## config.mk

```make
export PLATFORM = sky130hd
export DESIGN_NAME = sample_statistics_engine_core
export DESIGN_NICKNAME = d
export VERILOG_FILES = /design/src/hw/rtl/sse_pkg.sv /design/src/hw/rtl/sample_statistics_engine_core.sv
export SDC_FILE = /design/constraint.sdc
export NUM_CORES = 2
export LEC_CHECK = 0
export BUFFER_PORTS_ARGS = -buffer_cell sky130_fd_sc_hd__buf_2
export CORE_ASPECT_RATIO = 2
export CORE_MARGIN = 1
export CORE_UTILIZATION = 60
export CTS_CLUSTER_DIAMETER = 60
export CTS_CLUSTER_SIZE = 24
export DETAILED_ROUTE_END_ITERATION = 10
export PLACE_DENSITY = 0.77
export SYNTH_ARGS = -nofsm -noshare
export SYNTH_HDL_FRONTEND = slang
export SYNTH_SLANG_ARGS = --single-unit
```

## constraint.sdc

```tcl
create_clock -name clk_i -period 9.11 [get_ports clk_i]
set_input_delay 2.733 -clock clk_i [delete_from_list [all_inputs] [get_ports clk_i]]
set_output_delay 2.733 -clock clk_i [all_outputs]
set_load 0.1 [all_outputs]
```

## src/hw/rtl/sse_pkg.sv

```systemverilog
// shared types and constants of the sample statistics engine
`default_nettype none

package sse_pkg;

  localparam int unsigned SampleBitsDef  = 16;
  localparam int unsigned CountBitsDef   = 16;
  localparam int unsigned SampleCountRst = 10000;
  localparam int unsigned OutBits        = 16;

  typedef enum logic [2:0] {
    ST_ACC,
    ST_LOAD,
    ST_DIV_SUM,
    ST_DIV_SQ,
    ST_MUL,
    ST_VAR,
    ST_SQRT,
    ST_OUT
  } sse_state_e;

endpackage

`default_nettype wire

```

## src/hw/rtl/sample_statistics_engine_core.sv

```systemverilog
// sample statistics engine: running min, max, mean and standard deviation
`default_nettype none

// channel   direction  handshake                  payload
// --------  ---------  -------------------------  ----------------------------------------
// cfg       in         cfg_we_i (no wait)         cfg_wdata_i = run length
// sample    in         in_valid_i / in_ready_o    sample_i
// result    out        out_valid_o / out_ready_i  min_value_o max_value_o mean_value_o
//                                                 std_dev_o
//
// samples are taken one per cycle while accumulating; the sample that closes a run
// starts the closing math, during which in_ready_o is low. the math runs on the one
// shared subtractor: restoring division of the sum and of the sum of squares one
// quotient bit per cycle, then a digit-by-digit square root one root bit per cycle.
// a result waits in the output register; the next run accumulates meanwhile and only
// its own closing stalls if the previous result is still not taken.
// reset (asynchronous, active low) clears the accumulators and loads the default run
// length; there is no clearing pass.

module sample_statistics_engine_core
  import sse_pkg::*;
#(
  parameter int unsigned SAMPLE_BITS = SampleBitsDef,
  parameter int unsigned COUNT_BITS  = CountBitsDef
) (
  input  wire logic                clk_i,
  input  wire logic                rst_ni,
  // configuration
  input  wire logic                cfg_we_i,
  input  wire logic [15:0]         cfg_wdata_i,
  // sample items
  input  wire logic                in_valid_i,
  output logic                     in_ready_o,
  input  wire logic [15:0]         sample_i,
  // result items
  output logic                     out_valid_o,
  input  wire logic                out_ready_i,
  output logic [OutBits-1:0]       min_value_o,
  output logic [OutBits-1:0]       max_value_o,
  output logic [OutBits-1:0]       mean_value_o,
  output logic [OutBits-1:0]       std_dev_o
);

  localparam int unsigned S     = SAMPLE_BITS;
  localparam int unsigned C     = COUNT_BITS;
  // sum and sum of squares are wide enough that they never overflow
  localparam int unsigned SumW  = S + C;
  localparam int unsigned SqW   = 2 * S + C;
  // shared subtractor covers the divider remainder, the variance and the root remainder
  localparam int unsigned AluW  = (2 * S + 1 > C + 1) ? 2 * S + 1 : C + 1;
  localparam int unsigned CntW  = $clog2(SqW);

  sse_state_e state_q, state_d;

  // configuration and accumulators
  logic [C-1:0]    len_q, len_d;
  logic [S-1:0]    min_q, min_d;
  logic [S-1:0]    max_q, max_d;
  logic [SumW-1:0] sum_q, sum_d;
  logic [SqW-1:0]  sumsq_q, sumsq_d;
  logic [C-1:0]    taken_q, taken_d;
  logic            sqv_q, sqv_d;      // a square waits to be added
  logic [2*S-1:0]  sq_q, sq_d;

  // closing math
  logic [SqW-1:0]  dvd_q, dvd_d;      // dividend in, quotient out
  logic [C-1:0]    drem_q, drem_d;
  logic [CntW-1:0] cnt_q, cnt_d;
  logic [S-1:0]    mean_q, mean_d;
  logic [2*S-1:0]  msq_q, msq_d;
  logic [2*S-1:0]  prod_q, prod_d;
  logic [2*S-1:0]  val_q, val_d;      // radicand, two bits leave per step
  logic [S:0]      srem_q, srem_d;
  logic [S-1:0]    root_q, root_d;

  // result register
  logic            out_valid_q, out_valid_d;
  logic [OutBits-1:0] min_out_q, min_out_d;
  logic [OutBits-1:0] max_out_q, max_out_d;
  logic [OutBits-1:0] mean_out_q, mean_out_d;
  logic [OutBits-1:0] std_out_q, std_out_d;

  logic            in_fire;
  logic            out_free;
  logic [S-1:0]    smp;
  logic [2*S-1:0]  smp_ext;
  logic [2*S-1:0]  mean_ext;
  logic [C-1:0]    len_eff;
  logic [C-1:0]    taken_inc;
  logic            run_done;

  logic [C:0]      div_sh;
  logic [S+2:0]    sqrt_sh;
  logic [S+1:0]    trial;
  logic [SqW-1:0]  dvd_nx;
  logic [AluW-1:0] alu_a, alu_b;
  logic [AluW:0]   alu_diff;
  logic            alu_lt;

  assign smp       = sample_i[S-1:0];
  assign smp_ext   = (2*S)'(smp);
  assign mean_ext  = (2*S)'(mean_q);
  // a run length of zero behaves as one
  assign len_eff   = (len_q == '0) ? C'(1) : len_q;
  assign taken_inc = taken_q + C'(1);
  assign in_fire   = in_valid_i && in_ready_o;
  // a lowered run length closes the run as soon as the count reaches or passes it
  assign run_done  = taken_inc >= len_eff;
  assign out_free  = !out_valid_q || out_ready_i;

  // divider and root step operands
  assign div_sh  = {drem_q, dvd_q[SqW-1]};
  assign sqrt_sh = {srem_q, val_q[2*S-1 -: 2]};
  assign trial   = {root_q, 2'b01};

  // shared subtract and compare unit
  always_comb begin
    alu_a = '0;
    alu_b = '0;
    unique case (state_q)
      ST_DIV_SUM, ST_DIV_SQ: begin
        alu_a = AluW'(div_sh);
        alu_b = AluW'(taken_q);
      end
      ST_VAR: begin
        alu_a = AluW'(msq_q);
        alu_b = AluW'(prod_q);
      end
      ST_SQRT: begin
        alu_a = AluW'(sqrt_sh);
        alu_b = AluW'(trial);
      end
      default: begin
      end
    endcase
  end

  assign alu_diff = {1'b0, alu_a} - {1'b0, alu_b};
  assign alu_lt   = alu_diff[AluW];
  assign dvd_nx   = {dvd_q[SqW-2:0], ~alu_lt};

  // next state
  always_comb begin
    state_d = state_q;
    unique case (state_q)
      ST_ACC: begin
        if (in_fire && run_done) begin
          state_d = ST_LOAD;
        end
      end
      ST_LOAD:    state_d = ST_DIV_SUM;
      ST_DIV_SUM: begin
        if (cnt_q == '0) begin
          state_d = ST_DIV_SQ;
        end
      end
      ST_DIV_SQ: begin
        if (cnt_q == '0) begin
          state_d = ST_MUL;
        end
      end
      ST_MUL:     state_d = ST_VAR;
      ST_VAR:     state_d = ST_SQRT;
      ST_SQRT: begin
        if (cnt_q == '0) begin
          state_d = ST_OUT;
        end
      end
      ST_OUT: begin
        if (out_free) begin
          state_d = ST_ACC;
        end
      end
      default:    state_d = ST_ACC;
    endcase
  end

  // handshake outputs
  always_comb begin
    in_ready_o  = (state_q == ST_ACC);
    out_valid_o = out_valid_q;
  end

  assign min_value_o  = min_out_q;
  assign max_value_o  = max_out_q;
  assign mean_value_o = mean_out_q;
  assign std_dev_o    = std_out_q;

  // datapath
  always_comb begin
    len_d       = len_q;
    min_d       = min_q;
    max_d       = max_q;
    sum_d       = sum_q;
    sumsq_d     = sumsq_q;
    taken_d     = taken_q;
    dvd_d       = dvd_q;
    drem_d      = drem_q;
    cnt_d       = cnt_q;
    mean_d      = mean_q;
    msq_d       = msq_q;
    prod_d      = prod_q;
    val_d       = val_q;
    srem_d      = srem_q;
    root_d      = root_q;
    min_out_d   = min_out_q;
    max_out_d   = max_out_q;
    mean_out_d  = mean_out_q;
    std_out_d   = std_out_q;
    out_valid_d = out_valid_q && !out_ready_i;

    if (cfg_we_i) begin
      len_d = cfg_wdata_i[C-1:0];
    end

    // the square of a sample is registered and added in the cycle after the sample
    sq_d  = smp_ext * smp_ext;
    sqv_d = in_fire;
    if (sqv_q) begin
      sumsq_d = sumsq_q + SqW'(sq_q);
    end

    unique case (state_q)
      ST_ACC: begin
        if (in_fire) begin
          if (smp < min_q) begin
            min_d = smp;
          end
          if (smp > max_q) begin
            max_d = smp;
          end
          sum_d   = sum_q + SumW'(smp);
          taken_d = taken_inc;
        end
      end
      ST_LOAD: begin
        dvd_d  = {sum_q, S'(0)};
        drem_d = '0;
        cnt_d  = CntW'(SumW - 1);
      end
      ST_DIV_SUM: begin
        dvd_d  = dvd_nx;
        drem_d = alu_lt ? div_sh[C-1:0] : alu_diff[C-1:0];
        cnt_d  = cnt_q - CntW'(1);
        if (cnt_q == '0) begin
          mean_d = dvd_nx[S-1:0];
          dvd_d  = sumsq_q;
          drem_d = '0;
          cnt_d  = CntW'(SqW - 1);
        end
      end
      ST_DIV_SQ: begin
        dvd_d  = dvd_nx;
        drem_d = alu_lt ? div_sh[C-1:0] : alu_diff[C-1:0];
        cnt_d  = cnt_q - CntW'(1);
        if (cnt_q == '0) begin
          msq_d = dvd_nx[2*S-1:0];
        end
      end
      ST_MUL: begin
        prod_d = mean_ext * mean_ext;
      end
      ST_VAR: begin
        // clamp at zero
        val_d  = alu_lt ? '0 : alu_diff[2*S-1:0];
        srem_d = '0;
        root_d = '0;
        cnt_d  = CntW'(S - 1);
      end
      ST_SQRT: begin
        val_d = {val_q[2*S-3:0], 2'b00};
        cnt_d = cnt_q - CntW'(1);
        if (alu_lt) begin
          srem_d = sqrt_sh[S:0];
          root_d = {root_q[S-2:0], 1'b0};
        end else begin
          srem_d = alu_diff[S:0];
          root_d = {root_q[S-2:0], 1'b1};
        end
      end
      ST_OUT: begin
        if (out_free) begin
          min_out_d   = OutBits'(min_q);
          max_out_d   = OutBits'(max_q);
          mean_out_d  = OutBits'(mean_q);
          std_out_d   = OutBits'(root_q);
          out_valid_d = 1'b1;
          // clear for the next run
          min_d       = '1;
          max_d       = '0;
          sum_d       = '0;
          sumsq_d     = '0;
          taken_d     = '0;
        end
      end
      default: begin
      end
    endcase
  end

  // control and accumulator registers
  always_ff @(posedge clk_i or negedge rst_ni) begin
    if (!rst_ni) begin
      state_q     <= ST_ACC;
      len_q       <= C'(SampleCountRst);
      min_q       <= '1;
      max_q       <= '0;
      sum_q       <= '0;
      sumsq_q     <= '0;
      taken_q     <= '0;
      sqv_q       <= 1'b0;
      cnt_q       <= '0;
      out_valid_q <= 1'b0;
    end else begin
      state_q     <= state_d;
      len_q       <= len_d;
      min_q       <= min_d;
      max_q       <= max_d;
      sum_q       <= sum_d;
      sumsq_q     <= sumsq_d;
      taken_q     <= taken_d;
      sqv_q       <= sqv_d;
      cnt_q       <= cnt_d;
      out_valid_q <= out_valid_d;
    end
  end

  // payload registers
  always_ff @(posedge clk_i) begin
    sq_q       <= sq_d;
    dvd_q      <= dvd_d;
    drem_q     <= drem_d;
    mean_q     <= mean_d;
    msq_q      <= msq_d;
    prod_q     <= prod_d;
    val_q      <= val_d;
    srem_q     <= srem_d;
    root_q     <= root_d;
    min_out_q  <= min_out_d;
    max_out_q  <= max_out_d;
    mean_out_q <= mean_out_d;
    std_out_q  <= std_out_d;
  end

endmodule

`default_nettype wire

```

==> flow_metrics.env <==
export IMPL_yosys_area_share_simple_pct=12.9
export IMPL_dp_cells=4598
export IMPL_synth_top_cells_by_area="edfxtp_1 (22%), fa_1 (17%), ha_1 (11%)"
export IMPL_drt_total_wl_um=98300
export IMPL_synth_top_family_by_area="adder cells"
export IMPL_worst_r2r_cell_count=20
export IMPL_htreeDepth=1
export IMPL_drive_gt1_share_pct=7.22
export IMPL_dieArea_um2=63600
export IMPL_cts_buffers=28
export IMPL_cts_root_buf="clkbuf_16"
export IMPL_grt_pass1_vias=30000
export IMPL_drc=0
export IMPL_synth_edff_count=272
export IMPL_grt_overflow=0
export IMPL_endpoint_kind="register"
export IMPL_final_util_pct=64.5
export IMPL_muxShareOfSynthArea_pct=1.53
export IMPL_clk_insertion_delay_late_ns=0.63
export IMPL_fin_skew_ns=0.0404
export IMPL_maxSlewHeadroom_pct=24.9
export IMPL_core_area_um2=61800
export IMPL_final_cells=4650
export IMPL_drtIter0Drc=1683
export IMPL_ys_seq_area_share_pct=33.8
export IMPL_track_usage_pct=31.7
export IMPL_antenna_left=0
export IMPL_path_clk_slew_ns=0.09
export IMPL_max_freq_mhz=120
export IMPL_synth_largest_area_cell="edfxtp_1"
export IMPL_crit_type="input pin to register"
export IMPL_slowest_delay_ns=0.53
export IMPL_cts_sinks=458
export IMPL_nets=4536
export IMPL_finalSetupViolations=0
export IMPL_grt_antenna_before_repair=0
export IMPL_cp_arrival_ns=8.85
export IMPL_min_path_cells=0
export IMPL_required_ns=9.64
export IMPL_synth_area_um2=37500
export IMPL_vias_per_cell=6.04
export IMPL_max_vdd_ir_drop_v=0.000293
export IMPL_tns_ns=0
export IMPL_synth_top_cell_area_share_pct=21.8
export IMPL_yosys_cell_count_top_type="inv_1"
export IMPL_ys_types=81
export IMPL_cap_violations=0
export IMPL_die_y_um=356
export IMPL_status="finished, final reports clean"
export IMPL_std_cell_rows=129
export IMPL_start_kind="input pin"
export IMPL_critPathMaxFanout=17
export IMPL_io_buffers=102
export IMPL_post_route_min_period_ns=8.32
export IMPL_synth_common_cells="inv_1 (560), nand2_1 (458), ha_1 (331)"
export IMPL_avgSynthCellArea_um2=9.86
export IMPL_boundaryPins=103
export IMPL_rsz0062_at_grt="no"
export IMPL_yosys_register_bits=458
export IMPL_ctsLongestPathBuffers=3
export IMPL_synth_compound_area_share_pct=12.7
export IMPL_p_leak_nw=19.1
export IMPL_syn_inst=3807
export IMPL_powerDensity_nw_per_um2=392
export IMPL_vias=28100
export IMPL_tritoncts="yes"
export IMPL_drv_slew=0
export IMPL_grt_max_degree=100
export IMPL_worst_path_buf_inv=5
export IMPL_gp_congestion=0.963
export IMPL_syn2layout_area_growth_pct=6.23
export IMPL_worst_pin_slew_ns=1.12
export IMPL_finalHoldViolCount=0
export IMPL_whs_ns=0.451
export IMPL_start_util_pct=60.7
export IMPL_syn_nets=4501
export IMPL_post_cts_buffers=0
export IMPL_diodes=0
export IMPL_cp_slowest_cell="fa_1"
export IMPL_cp_top_family="adder cells"
export IMPL_yosys_warnings=0
export IMPL_crit_chain="buf_2 -> and2_1 -> fa_1 -> inv_1 -> fa_1 -> inv_1 -> fa_1 -> inv_1 -> fa_1 -> inv_1 -> fa_1 -> fa_1 -> ha_1 -> a21oi_1 -> o21ai_0 -> nand2b_1 -> a31oi_1 -> nor2_1 -> o311ai_0 -> a21oi_1 -> o21bai_1 -> xor2_1"
export IMPL_synthAdderAreaFrac_pct=28.4
export IMPL_hpwl_um=76300
export IMPL_crit_cells=22
export IMPL_min_path_type="register to register"
export IMPL_die_w_um=179
export IMPL_finalCritPeriodShare_pct=91.3
export IMPL_n_fill_cell=5057
export IMPL_cts_resized=0
export IMPL_dr_pass1_iters=6
export IMPL_grt_first_pass_wirelength_um=154000
export IMPL_synth_xor_area_share_pct=3.43
export IMPL_ys_flop_type="edfxtp_1"
export IMPL_async_flop_share_pct=33.8
export IMPL_wl_per_cell_um=21.1
export IMPL_crit_path_frequent_cell="fa_1"
export IMPL_postCtsHoldBufs=0
==> logic make-up (layout without fill, tap and decap cells) <==
logic type | Yosys count | after routing
buffers and inverters | 713 | 770
AND/OR/NAND/NOR | 1052 | 1052
multiplexers | 55 | 55
XOR/XNOR | 147 | 147
adder cells (fa/ha/maj) | 657 | 657
flip-flops | 458 | 458
AO/OA/AOI/OAI | 725 | 725
==> through the flow <==
step / setup slack, ns / cell area (µm²) / power [mW]
floorplan: 0.834 / 37500 / 11.2
global placement: 0.296 / 38900 / 13.9
detailed placement: 0.199 / 38900 / 14.1
CTS: 0.816 / 39900 / 15.6
global route: 0.416 / 39900 / 16.8
finish: 0.791 / 39900 / 15.6
==> cells in the final DEF, fill, tap and decap left out, types with 54 or more instances in the layout <==
| cell type | n |
|---|---|
| a21oi_1 | 200 |
| ha_1 | 331 |
| dfrtp_1 | 134 |
| o21ai_0 | 136 |
| a21o_1 | 77 |
| xnor2_1 | 93 |
| xor2_1 | 54 |
| and2_1 | 125 |
| a22o_1 | 56 |
| edfxtp_1 | 272 |
| nor2_1 | 210 |
| nand2_1 | 458 |
| fa_1 | 326 |
| inv_1 | 559 |
| a31oi_1 | 54 |
| buf_2 | 101 |
==> power by group <==
| part | internal, mW | switching, mW | leakage (nW) |
|---|---|---|---|
| clock | 0.629 | 0.789 | 0.448 |
| sequential | 3.28 | 0.402 | 4.84 |
| combinational | 3.93 | 6.61 | 13.8 |
| total | 7.84 | 7.80 | 19.1 |
==> path summary, 6_finish.rpt <==
path | startpoint | to | slack, ns
setup / recovery | sample_i[2] | sq_q[28] | 0.79
hold / removal | root_q[2] | std_dev_o[2] | 0.45
setup reg to reg | mean_q[3] | prod_q[31] | 1.42
hold reg to reg | root_q[2] | std_dev_o[2] | 0.45
max in group asynchronous | rst_ni | sumsq_q[13] | 5.44
min in group asynchronous | rst_ni | len_q[11] | 2.21
==> flip-flops by register name (all words and copies together) (netlist names), 3 cells and up <==
| signal | flops |
|---|---|
| len_q | 16 |
| std_dev_o | 16 |
| mean_value_o | 16 |
| root_q | 16 |
| max_q | 16 |
| sumsq_q | 48 |
| prod_q | 31 |
| srem_q | 17 |
| min_q | 16 |
| min_value_o | 16 |
| drem_q | 16 |
| dvd_q | 48 |
| msq_q | 32 |
| state_q | 3 |
| max_value_o | 16 |
| mean_q | 16 |
| cnt_q | 6 |
| sq_q | 31 |
| val_q | 32 |
| taken_q | 16 |
| sum_q | 32 |
==> final cells by class <==
cell class / instances / area [µm²] / area share, %
Timing Repair Buffer: 155 / 915 / 2.29
Clock buffer: 41 / 771 / 1.93
Sequential cell: 458 / 12700 / 31.8
Inverter: 563 / 2120 / 5.31
Multi-Input combinational cell: 2636 / 22200 / 55.7
Clock inverter: 11 / 169 / 0.424
Tap cell: 786 / 983 / 2.47
==> layer usage <==
| layer | routed length [µm] | vias up | global-route usage (%) |
|---|---|---|---|
| met1 | 31500 | 14000 | 30.1 |
| li1 | - | 12900 | - |
| met3 | 3940 | 405 | 3.33 |
| met5 | 0 | - | 0 |
| met2 | 53700 | 866 | 60.0 |
| met4 | 9100 | 0 | 25.5 |
Power figures use the tool's default switching activity.
